`src/rtl/ffrs_pkg.sv`:
```
package ffrs_pkg;

  // Register indexes on the configuration port
  localparam logic REG_MODE  = 1'b0;
  localparam logic REG_SCALE = 1'b1;

  // Transform codes held in the mode register
  localparam logic [2:0] MODE_NONE  = 3'd0;
  localparam logic [2:0] MODE_VFLIP = 3'd1;
  localparam logic [2:0] MODE_HFLIP = 3'd2;
  localparam logic [2:0] MODE_ROT90 = 3'd3;
  localparam logic [2:0] MODE_ROT180 = 3'd4;
  localparam logic [2:0] MODE_SCALE = 3'd5;

  // Commands
  localparam logic CMD_WRITE = 1'b0;
  localparam logic CMD_READ  = 1'b1;

  // Frame store address, wide enough for the largest frame (64 x 64)
  localparam int ADDR_W = 12;
  // Reciprocal scaling: q = (v * ceil(2^RCP_SHIFT / s)) >> RCP_SHIFT is exact for v < 64
  localparam int RCP_SHIFT = 12;
  localparam int RCP_W = 13;
  localparam int PROD_W = 19;
  // Entries of the queue between front and back
  localparam int QUEUE_DEPTH = 4;

  typedef struct packed {
    logic       cmd;
    logic [5:0] row;
    logic [5:0] col;
    logic [7:0] pixel_in;
  } in_t;

  typedef struct packed {
    logic [7:0] pixel_out;
    logic       out_of_range;
  } out_t;

  // First front stage: coordinates classified, upscale products formed
  typedef struct packed {
    logic              rd;
    logic              hit;
    logic              scaled;
    logic [5:0]        sr;
    logic [5:0]        sc;
    logic [PROD_W-1:0] prod_r;
    logic [PROD_W-1:0] prod_c;
    logic [7:0]        data;
  } stage_t;

  // Work item handed from front to back
  typedef struct packed {
    logic              rd;
    logic              hit;
    logic [ADDR_W-1:0] addr;
    logic [7:0]        data;
  } job_t;

  // ceil(4096 / s) for s in 1..16
  function automatic logic [RCP_W-1:0] recip(input logic [4:0] s);
    logic [RCP_W-1:0] r;
    unique case (s)
      5'd2:    r = 13'd2048;
      5'd3:    r = 13'd1366;
      5'd4:    r = 13'd1024;
      5'd5:    r = 13'd820;
      5'd6:    r = 13'd683;
      5'd7:    r = 13'd586;
      5'd8:    r = 13'd512;
      5'd9:    r = 13'd456;
      5'd10:   r = 13'd410;
      5'd11:   r = 13'd373;
      5'd12:   r = 13'd342;
      5'd13:   r = 13'd316;
      5'd14:   r = 13'd293;
      5'd15:   r = 13'd274;
      5'd16:   r = 13'd256;
      default: r = 13'd4096;
    endcase
    return r;
  endfunction

endpackage

```
`src/rtl/ffrs_front.sv`:
```
module ffrs_front #(
  parameter int ROWS = 8,
  parameter int COLS = 8,
  parameter int MAX_SCALE = 8
) (
  input  logic                clk,
  input  logic                rst,
  input  logic [2:0]          mode,
  input  logic [3:0]          scale_factor,
  input  logic                in_valid,
  output logic                in_ready,
  input  ffrs_pkg::in_t       in_data,
  output logic                job_valid,
  input  logic                job_ready,
  output ffrs_pkg::job_t      job
);

  ffrs_pkg::stage_t st1, st1_next;
  ffrs_pkg::job_t   st2, st2_next;
  logic             st1_valid, st2_valid;
  logic             st2_load;

  logic [4:0]                 s_eff;
  logic [ffrs_pkg::RCP_W-1:0] rcp;
  logic [10:0]                lim_h, lim_w;
  logic                       in_frame;
  logic [5:0]                 sr2;
  logic [5:0]                 sc2;

  assign st2_load = !st2_valid || job_ready;
  assign in_ready = !st1_valid || st2_load;

  // Classify the request and form the upscale products
  always_comb begin
    priority if (scale_factor == 4'd0) begin
      s_eff = 5'd1;
    end else if (5'(scale_factor) > 5'(MAX_SCALE)) begin
      s_eff = 5'(MAX_SCALE);
    end else begin
      s_eff = 5'(scale_factor);
    end
    rcp   = ffrs_pkg::recip(s_eff);
    lim_h = 11'(ROWS) * 11'(s_eff);
    lim_w = 11'(COLS) * 11'(s_eff);
    in_frame = (7'(in_data.row) < 7'(ROWS)) && (7'(in_data.col) < 7'(COLS));

    st1_next.rd     = in_data.cmd;
    st1_next.data   = in_data.pixel_in;
    st1_next.scaled = 1'b0;
    st1_next.sr     = in_data.row;
    st1_next.sc     = in_data.col;
    st1_next.prod_r = ffrs_pkg::PROD_W'(in_data.row) * ffrs_pkg::PROD_W'(rcp);
    st1_next.prod_c = ffrs_pkg::PROD_W'(in_data.col) * ffrs_pkg::PROD_W'(rcp);
    st1_next.hit    = in_frame;

    if (in_data.cmd == ffrs_pkg::CMD_READ) begin
      unique case (mode)
        ffrs_pkg::MODE_VFLIP: begin
          st1_next.sr = 6'(ROWS - 1) - in_data.row;
        end
        ffrs_pkg::MODE_HFLIP: begin
          st1_next.sc = 6'(COLS - 1) - in_data.col;
        end
        ffrs_pkg::MODE_ROT90: begin
          st1_next.hit = (7'(in_data.row) < 7'(COLS)) && (7'(in_data.col) < 7'(ROWS));
          st1_next.sr  = 6'(ROWS - 1) - in_data.col;
          st1_next.sc  = in_data.row;
        end
        ffrs_pkg::MODE_ROT180: begin
          st1_next.sr = 6'(ROWS - 1) - in_data.row;
          st1_next.sc = 6'(COLS - 1) - in_data.col;
        end
        ffrs_pkg::MODE_SCALE: begin
          st1_next.hit    = (11'(in_data.row) < lim_h) && (11'(in_data.col) < lim_w);
          st1_next.scaled = 1'b1;
        end
        default: begin
          st1_next.hit = in_frame;
        end
      endcase
    end
  end

  // Finish the quotient and form the frame store address
  always_comb begin
    sr2 = st1.scaled ? st1.prod_r[ffrs_pkg::RCP_SHIFT+5:ffrs_pkg::RCP_SHIFT] : st1.sr;
    sc2 = st1.scaled ? st1.prod_c[ffrs_pkg::RCP_SHIFT+5:ffrs_pkg::RCP_SHIFT] : st1.sc;
    st2_next.rd   = st1.rd;
    st2_next.hit  = st1.hit;
    st2_next.data = st1.data;
    st2_next.addr = ffrs_pkg::ADDR_W'(sr2) * ffrs_pkg::ADDR_W'(COLS)
                  + ffrs_pkg::ADDR_W'(sc2);
  end

  always_ff @(posedge clk) begin
    if (rst) begin
      st1_valid <= 1'b0;
      st2_valid <= 1'b0;
    end else begin
      if (in_ready) begin
        st1_valid <= in_valid;
      end
      if (st2_load) begin
        st2_valid <= st1_valid;
      end
    end
  end

  always_ff @(posedge clk) begin
    if (in_ready) begin
      st1 <= st1_next;
    end
    if (st2_load) begin
      st2 <= st2_next;
    end
  end

  assign job_valid = st2_valid;
  assign job       = st2;

endmodule

```
`src/rtl/ffrs_fifo.sv`:
```
module ffrs_fifo (
  input  logic           clk,
  input  logic           rst,
  input  logic           push,
  output logic           push_ready,
  input  ffrs_pkg::job_t push_job,
  input  logic           pop,
  output logic           head_valid,
  output ffrs_pkg::job_t head
);

  localparam int PW = $clog2(ffrs_pkg::QUEUE_DEPTH);

  ffrs_pkg::job_t slots [ffrs_pkg::QUEUE_DEPTH];
  logic [PW-1:0]  wr_ptr, rd_ptr;
  logic [PW:0]    count;
  logic           do_push, do_pop;

  assign push_ready = (count != (PW+1)'(ffrs_pkg::QUEUE_DEPTH));
  assign head_valid = (count != '0);
  assign head       = slots[rd_ptr];
  assign do_push    = push && push_ready;
  assign do_pop     = pop && head_valid;

  always_ff @(posedge clk) begin
    if (rst) begin
      wr_ptr <= '0;
      rd_ptr <= '0;
      count  <= '0;
    end else begin
      if (do_push) begin
        wr_ptr <= wr_ptr + 1'b1;
      end
      if (do_pop) begin
        rd_ptr <= rd_ptr + 1'b1;
      end
      unique case ({do_push, do_pop})
        2'b10:   count <= count + 1'b1;
        2'b01:   count <= count - 1'b1;
        default: count <= count;
      endcase
    end
  end

  always_ff @(posedge clk) begin
    if (do_push) begin
      slots[wr_ptr] <= push_job;
    end
  end

endmodule

```
`src/rtl/ffrs_back.sv`:
```
module ffrs_back #(
  parameter int ROWS = 8,
  parameter int COLS = 8
) (
  input  logic           clk,
  input  logic           rst,
  input  logic           head_valid,
  input  ffrs_pkg::job_t head,
  output logic           pop,
  output logic           out_valid,
  input  logic           out_ready,
  output ffrs_pkg::out_t out_data
);

  localparam int DEPTH = ROWS * COLS;
  localparam int AW = (DEPTH > 1) ? $clog2(DEPTH) : 1;

  logic [7:0] frame_store [DEPTH];
  logic [7:0] rd_data;
  logic       res_valid, res_oob;
  logic       slot_free;

  assign slot_free = !res_valid || out_ready;
  // Writes drain even while a read result is stalled
  assign pop = head_valid && ((head.rd == ffrs_pkg::CMD_WRITE) || slot_free);

  always_ff @(posedge clk) begin
    if (rst) begin
      res_valid <= 1'b0;
    end else if (slot_free) begin
      res_valid <= pop && (head.rd == ffrs_pkg::CMD_READ);
    end
  end

  always_ff @(posedge clk) begin
    if (pop && (head.rd == ffrs_pkg::CMD_READ)) begin
      res_oob <= !head.hit;
      if (head.hit) begin
        rd_data <= frame_store[head.addr[AW-1:0]];
      end
    end
  end

  always_ff @(posedge clk) begin
    if (pop && (head.rd == ffrs_pkg::CMD_WRITE) && head.hit) begin
      frame_store[head.addr[AW-1:0]] <= head.data;
    end
  end

  assign out_valid             = res_valid;
  assign out_data.pixel_out    = res_oob ? 8'd0 : rd_data;
  assign out_data.out_of_range = res_oob;

endmodule

```
`src/rtl/frame_flip_rotate_scale.sv`:
```
// Frame store of ROWS x COLS byte pixels with a transforming read path.
// Input channel (in_valid/in_ready/in_data): cmd 0 writes pixel_in at
// (row, col) of the source frame, ignored outside the frame; cmd 1 reads
// the pixel at output coordinate (row, col) of the frame transformed by the
// mode register (none, vertical flip, horizontal flip, rotate 90 cw,
// rotate 180, integer upscale by scale_factor).
// Output channel (out_valid/out_ready/out_data): one transfer per read,
// pixel_out zero and out_of_range set when the coordinate falls outside
// the transformed frame. Writes produce no transfer.
// Configuration: cfg_wr_en with cfg_index 0 (mode) or 1 (scale_factor); the
// user writes only while no item is in flight, not enforced by the block.
// Throughput: one item per cycle while out_ready stays high. An input
// transfer reaches out_valid through two front stages (classify/multiply,
// address), the 4-entry queue and the registered frame store read.
// Reset clears the pipeline and queue, mode to 0, scale_factor to 1; the
// frame store is not cleared and must be written before it is read.
// When out_ready is low the result holds, the queue fills behind it, and
// in_ready drops once the queue and front stages are full.
module frame_flip_rotate_scale #(
  parameter int ROWS = 8,
  parameter int COLS = 8,
  parameter int MAX_SCALE = 8
) (
  input  logic           clk,
  input  logic           rst,
  input  logic           cfg_wr_en,
  input  logic           cfg_index,
  input  logic [3:0]     cfg_wdata,
  input  logic           in_valid,
  output logic           in_ready,
  input  ffrs_pkg::in_t  in_data,
  output logic           out_valid,
  input  logic           out_ready,
  output ffrs_pkg::out_t out_data
);

  logic [2:0]     mode;
  logic [3:0]     scale_factor;
  logic           job_valid, job_ready;
  ffrs_pkg::job_t job;
  logic           head_valid, pop;
  ffrs_pkg::job_t head;

  always_ff @(posedge clk) begin
    if (rst) begin
      mode         <= ffrs_pkg::MODE_NONE;
      scale_factor <= 4'd1;
    end else if (cfg_wr_en) begin
      unique case (cfg_index)
        ffrs_pkg::REG_MODE:  mode <= cfg_wdata[2:0];
        ffrs_pkg::REG_SCALE: scale_factor <= cfg_wdata;
        default: ;
      endcase
    end
  end

  ffrs_front #(
    .ROWS      (ROWS),
    .COLS      (COLS),
    .MAX_SCALE (MAX_SCALE)
  ) u_front (
    .clk          (clk),
    .rst          (rst),
    .mode         (mode),
    .scale_factor (scale_factor),
    .in_valid     (in_valid),
    .in_ready     (in_ready),
    .in_data      (in_data),
    .job_valid    (job_valid),
    .job_ready    (job_ready),
    .job          (job)
  );

  ffrs_fifo u_fifo (
    .clk        (clk),
    .rst        (rst),
    .push       (job_valid),
    .push_ready (job_ready),
    .push_job   (job),
    .pop        (pop),
    .head_valid (head_valid),
    .head       (head)
  );

  ffrs_back #(
    .ROWS (ROWS),
    .COLS (COLS)
  ) u_back (
    .clk        (clk),
    .rst        (rst),
    .head_valid (head_valid),
    .head       (head),
    .pop        (pop),
    .out_valid  (out_valid),
    .out_ready  (out_ready),
    .out_data   (out_data)
  );

endmodule

```
`config.mk`:
```
export PLATFORM = sky130hd
export DESIGN_NAME = frame_flip_rotate_scale
export DESIGN_NICKNAME = d
export VERILOG_FILES = /design/src/rtl/ffrs_pkg.sv /design/src/rtl/ffrs_front.sv /design/src/rtl/ffrs_fifo.sv /design/src/rtl/ffrs_back.sv /design/src/rtl/frame_flip_rotate_scale.sv
export SDC_FILE = /design/constraint.sdc
export NUM_CORES = 1
export LEC_CHECK = 0
export BUFFER_PORTS_ARGS = -buffer_cell sky130_fd_sc_hd__buf_2
export CORE_MARGIN = 2
export CORE_UTILIZATION = 55
export CTS_CLUSTER_DIAMETER = 30
export DETAILED_ROUTE_END_ITERATION = 7
export PLACE_DENSITY = 0.81
export SYNTH_ARGS = -nofsm -noshare
export SYNTH_HDL_FRONTEND = slang
export SYNTH_SLANG_ARGS = --single-unit
```
`constraint.sdc`:
```
create_clock -name clk -period 8.1 [get_ports clk]
set_input_delay 1.215 -clock clk [delete_from_list [all_inputs] [get_ports clk]]
set_output_delay 1.215 -clock clk [all_outputs]
set_load 0.01 [all_outputs]
```
After elaboration in Yosys (flattened, before gate mapping)
Memory sizes are Yosys's and may differ from the RTL's. A register that Yosys moved wholly into a read port is not among the register bits.
Index checks and enable logic that the tools add are counted.
{ "totals": {"elab_cells": 89, "rom_bits": 416, "ff_bits": 99, "n_memories": 3, "inputBits": 31, "out_inout_bits": 11, "ram_bits": 600} }
{ "mem_list": {"columns": ["name", "depth", "word_bits", "read_ports", "rd_ports_with_merged_regs", "write_ports", "line_no", "rtl"], "rows": [
  ["u_back.frame_store", 64, 8, 1, 1, 1, "ffrs_back.sv:18", "logic [7:0] frame_store [DEPTH];"],
  ["(name not given)", 32, 13, 1, 0, 0, "ffrs_pkg.sv:63", "unique case (s)"],
  ["u_fifo.slots", 4, 22, 1, 1, 1, "ffrs_fifo.sv:14", "ffrs_pkg::job_t slots [ffrs_pkg::QUEUE_DEPTH];"]
]} }
{ "classes": {"reduce_logical": 24, "bitwise": 2, "muxes": 17, "eq_ne": 8, "n_mul": 2, "order_cmp": 5, "n_addsub": 7} }
{ "ops": {"columns": ["operator", "n"], "rows": [
  ["multiplier 6 x 13 -> 18 bit", 2],
  ["one-hot mux 6 bit (2 select lines)", 2],
  ["less-than comparator 6 x 8 -> 1 bit", 2],
  ["2-to-1 mux 14 bit", 1],
  ["less-than comparator 6 x 4 -> 1 bit, second input constant", 2],
  ["2-to-1 mux 6 bit", 2],
  ["subtractor 3 x 6 -> 6 bit, first input constant", 2],
  ["adder 9 x 6 -> 10 bit", 1],
  ["logical AND 1 bit", 8],
  ["2-to-1 mux 4 bit", 2],
  ["2-to-1 mux 8 bit", 1],
  ["== test 3 x 2 -> 1 bit, second input constant", 2],
  ["== test 3 bit, second input constant", 2],
  ["2-to-1 mux 1 bit", 6],
  ["one-hot mux 3 bit (2 select lines)", 1],
  ["AND reduction 2 bit", 3],
  ["adder 2 x 1 -> 2 bit, second input constant", 2],
  ["greater-than comparator 4 bit, second input constant", 1],
  ["logical NOT 1 bit", 4],
  ["logical NOT 4 bit", 1],
  ["logical OR 1 bit", 4],
  ["2-to-1 mux 2 bit", 2],
  ["OR reduction 2 bit", 2],
  ["adder 3 x 1 -> 3 bit, second input constant", 1],
  ["8 further kinds", 9]
]} }

Depth between registers and ports, before layout
{ "depth": {"word_depth": 8, "mapped_depth": 23, "ltp_nobuf": 21} }

Cells and area by module
A second synthesis with hierarchy kept.
{ "unflattened": {"hier_cells": 2140, "area_unflattened_um2": 31554.0} }
{ "by_module_without_submodules": {"columns": ["module", "cells_each", "seq_area_each_um2", "instances", "area_per_inst_um2"], "rows": [
  ["ffrs_back", 1221, 15665.0, 1, 20577.2],
  ["ffrs_front", 725, 1691.6, 1, 7016.7],
  ["ffrs_fifo", 166, 2822.7, 1, 3664.8],
  ["frame_flip_rotate_scale", 28, 140.1, 1, 295.3]
]} }

Least setup slack after synthesis
Ideal clock, no wire load.
{ "synth_timing": {"path_kind": "flip-flop to flip-flop", "start": "register scale_factor[3]", "end": "register u_front.st1[24] in the netlist's numbering, data pin", "required_ps": 7842, "synth_period_minus_slack_ps": 5722, "arrival_time_ps": 5464, "stages_incl_launch_ff": 24, "path_slack_ps": 2378, "path_buffers": 3, "cell_sequence": "dfxtp_1 -> clkbuf_1 -> clkbuf_1 -> o21bai_1 -> inv_1 -> ha_1 -> nor2b_1 -> a21oi_1 -> a21boi_0 -> clkbuf_1 -> nor2b_1 -> fa_1 -> fa_1 -> inv_1 -> fa_1 -> inv_1 -> ha_1 -> a211oi_1 -> and3_1 -> o41ai_1 -> a211oi_1 -> o21bai_1 -> a21oi_1 -> xnor2_1"} }
{ "synth_lines": {"columns": ["item", "line_no", "rtl"], "rows": [
  ["start, declared", "frame_flip_rotate_scale.sv:38", "logic [3:0] scale_factor;"],
  ["start signal, assigned", "frame_flip_rotate_scale.sv:51", "ffrs_pkg::REG_SCALE: scale_factor <= cfg_wdata;"],
  ["end signal, assigned", "ffrs_front.sv:111", "st1 <= st1_next;"],
  ["end, declared", "ffrs_front.sv:18", "ffrs_pkg::stage_t st1, st1_next;"]
]} }

==> run_results.csv <==
group,metric,value,unit
synthesis,yosysMostFrequentCell,"edfxtp_1",
layout,insertedDiodeCount,0,
worst_setup_path,r2r_setup_slack,1870,ps
die,io_pins,42,
layout,utilization,63.7,%
die,die_w,231,µm
sta,finalCriticalPeriod,6230,ps
place,hpwl,39.4,mm
clock_network,htreeDepth,3,
die,core,0.0512,mm²
clock_network,cts_tree,"yes",
global_routing,grt_max_degree,65,
layout,multi_input_area,0.00824,mm²
synthesis,synth_edf_count,630,
sta,rsz0062_at_grt,"no",
route,antenna_left,0,
global_routing,grtUsageTotal,25.8,%
global_routing,antenna_found_initial,1,
route,drtPass1Iterations,7,
sta,fmax,160,MHz
die,die_y,231,µm
route,post-route-drc-count,0,
worst_hold_path,min_from,"u_front.st1[2]$_DFFE_PP_",
clock_network,cts_root_buffer,"clkbuf_16",
synthesis,syn-num-nets,2038,
clock_network,clock-sinks,649,
status,outcome,"finished clean",
synthesis,netlist_instances,1870,
worst_setup_path,reg2reg_depth,22,
synthesis,async_flop_share,0,%
layout,final_layout_size_suffix_gt1_share,13.7,%
clock_network,path_clk_slew,50,ps
die,start_util,55.5,%
synthesis,yosysUniqueCellTypes,64,
synthesis,synth_area,0.0284,mm²
sta,setup_viol,0,
layout,regArea,0.0193,mm²
clock_network,cts_setup_buffers,0,
layout,fillCellCount,3403,
global_routing,gr-total-overflow,0,
layout,fin_nets,2108,
sta,slew-limit-headroom,9.90,%
worst_setup_path,cp.arrival,6610,ps
synthesis,synthFlopType,"edfxtp_1",
sta,fin_crit_sh,76.9,%
power,p_total,10.2,mW
worst_setup_path,r2r_start,"scale_factor[3]$_SDFFE_PP0P_",
worst_hold_path,min_delay_worst_endpoint,"u_front.job[2]$_DFFE_PP_",
worst_setup_path,endpoint_kind,"register",
route,drt-total-wl,68.2,mm
worst_setup_path,cp-startpoint,"scale_factor[3]$_SDFFE_PP0P_",
layout,area_growth,14.7,%
clock_network,postCtsHoldBufs,0,
global_routing,grt_pass1_wl,103,mm
clock_network,cts_buffer_depth,3,
synthesis,synth.avg_cell_area,15.2,µm²
place,port_buffers,41,
synthesis,synth_commonest_cells,"edfxtp_1, a22oi_1, inv_1, nor2_1, fa_1",
worst_setup_path,path_class,"register to register",
sta,fin_setup_tns,0,ps
sta,hold_violations,0,
worst_hold_path,min_path_type,"register to register",
die,fp.dieArea,0.0535,mm²
clock_network,cts.repair.resized,0,
power,p_leak,11.0,nW
synthesis,yosysTopAreaCellShare,66.6,%
place,place_congestion,0.876,
synthesis,yosysSeqAreaShare,67.9,%
clock_network,clk_latency,650,ps
route,num_vias,17200,
layout,fin_area,0.0326,mm²
die,rows,83,
place,placed_cell_area,0.0293,mm²
route,viasPerCell,6.34,
sta,tightest_slew,1350,ps
power,vdd_drop_max,0.000226,V
sta,fin_skew,26.0,ps
synthesis,yosys_warnings,0,
sta,drv_slew,0,
synthesis,ys_ff_latch,649,
synthesis,synth.area.top_cells,"edfxtp_1, a22oi_1, fa_1",
clock_network,cts_buffers,101,
worst_setup_path,critPathRequiredTime,8480,ps
global_routing,grt_pass1_vias,17500,
route,drt_iter0_drc,2324,
route,wl_per_cell,25.2,µm
worst_hold_path,hold_depth,0,
flow_run,max_cap_viol_count,0,
power,p_per_area,313,mW/mm²
worst_setup_path,worstPathMaxFanout,17,
synthesis,yosysTopAreaCell,"edfxtp_1",
worst_setup_path,r2r-end,"u_front.st1[24]$_DFFE_PP_",
worst_setup_path,start_kind,"register",
[power by group]
| part | switching [mW] | leakage [nW] | total (mW) | internal [mW] |
|---|---|---|---|---|
| clock | 1.60 | 1.56 | 4.14 | 2.54 |
| combinational | 1.35 | 3.56 | 1.87 | 0.519 |
| sequential | 0.0748 | 5.91 | 4.17 | 4.10 |
| total | 3.03 | 11.0 | 10.2 | 7.16 |
[state kept, by name (all words and copies together) (netlist names), named ones only]
name and cells:
u_fifo.count 3, u_front.job_valid 1, u_back.out_valid 1, scale_factor 4, u_back.frame_store 512, u_front.st1_valid 1, u_fifo.slots 64, u_back.rd_data 8
u_back.res_oob 1, mode 3, u_front.job 16, u_front.st1 29, u_fifo.wr_ptr 2, u_fifo.rd_ptr 2
[per-stage QoR]
stage | worst slack [ps] | cells | hold slack [ps]
after floorplan | 2380 | 1870 | 400
after global placement | 2260 | 2517 | 406
after detailed placement | 1980 | 2517 | 407
after CTS | 1960 | 2705 | 419
after global routing | 1500 | 2705 | 423
final | 1870 | 2705 | 417
[routing by layer]
| layer | share of wire [%] | wire length [µm] | track usage [%] | up-vias |
|---|---|---|---|---|
| met3 | 12 | 7930 | 6.39 | 197 |
| met2 | 49 | 33300 | 42.3 | 1159 |
| li1 | - | - | - | 7316 |
| met4 | 3.7 | 2510 | 10.4 | 2 |
| met1 | 36 | 24500 | 33.3 | 8479 |
| met5 | 0.016 | 11 | 0 | - |
[layout make-up]
type,count,area share [%]
Sequential cell,649,59.2
Multi-Input combinational cell,995,25.3
Clock buffer,113,7.99
Tap cell,680,2.61
Clock inverter,75,2.18
Inverter,131,1.51
Timing Repair Buffer,62,1.19
[critical path, cell delays in order (launching register included)]
cell,delay (ps)
dfxtp_1,480
nand2b_1,320
inv_1,140
ha_1,250
nor2b_1,660
a21oi_1,150
buf_4,210
a21boi_0,170
buf_4,240
nor2b_1,150
fa_1,470
fa_1,550
inv_1,50
fa_1,480
inv_1,50
ha_1,180
a211oi_1,210
and3_1,190
o41ai_1,80
a211oi_1,460
o21bai_1,190
a21oi_1,220
xnor2_1,80
[worst max path at each step]
stage / slack, ps / depth (start not counted) / end
3_3_place_gp: 2260 / 21 / u_front.st1[24]$_DFFE_PP_
6_report: 1870 / 22 / u_front.st1[24]$_DFFE_PP_
4_1_cts: 1960 / 22 / u_front.st1[24]$_DFFE_PP_
2_1_floorplan: 2380 / 23 / u_front.st1[24]$_DFFE_PP_
3_5_place_dp: 1980 / 22 / u_front.st1[24]$_DFFE_PP_
5_1_grt: 1500 / 22 / u_front.st1[24]$_DFFE_PP_
[logic make-up after synthesis]
logic type               after synthesis  synth area share, %
XOR/XNOR                              26                0.801
adder cells (fa/ha/maj)              137                 8.25
AND/OR/NAND/NOR                      379                 6.92
buffers and inverters                226                 3.24
flip-flops                           649                 67.9
AO/OA/AOI/OAI                        410                 10.6
multiplexers                          43                 2.26
[layout by cell type, fill, tap and decap left out, drive strengths merged, types with 14 or more instances in the layout]
cell,synthesis,routed
o21ai,19,19
nand2,52,52
fa,84,84
ha,53,53
a41oi,45,45
inv,129,140
mux2i,17,17
nor2b,51,51
mux4,16,16
nor3,14,14
xnor2,18,18
nor2,125,125
and2,70,70
dfxtp,19,19
nand2b,14,14
a22oi,243,243
clkbuf,55,113
clkinv,2,39
clkinvlp,0,21
edfxtp,630,630
buf,40,62
a21oi,42,42
(Power assumes the default switching activity.)
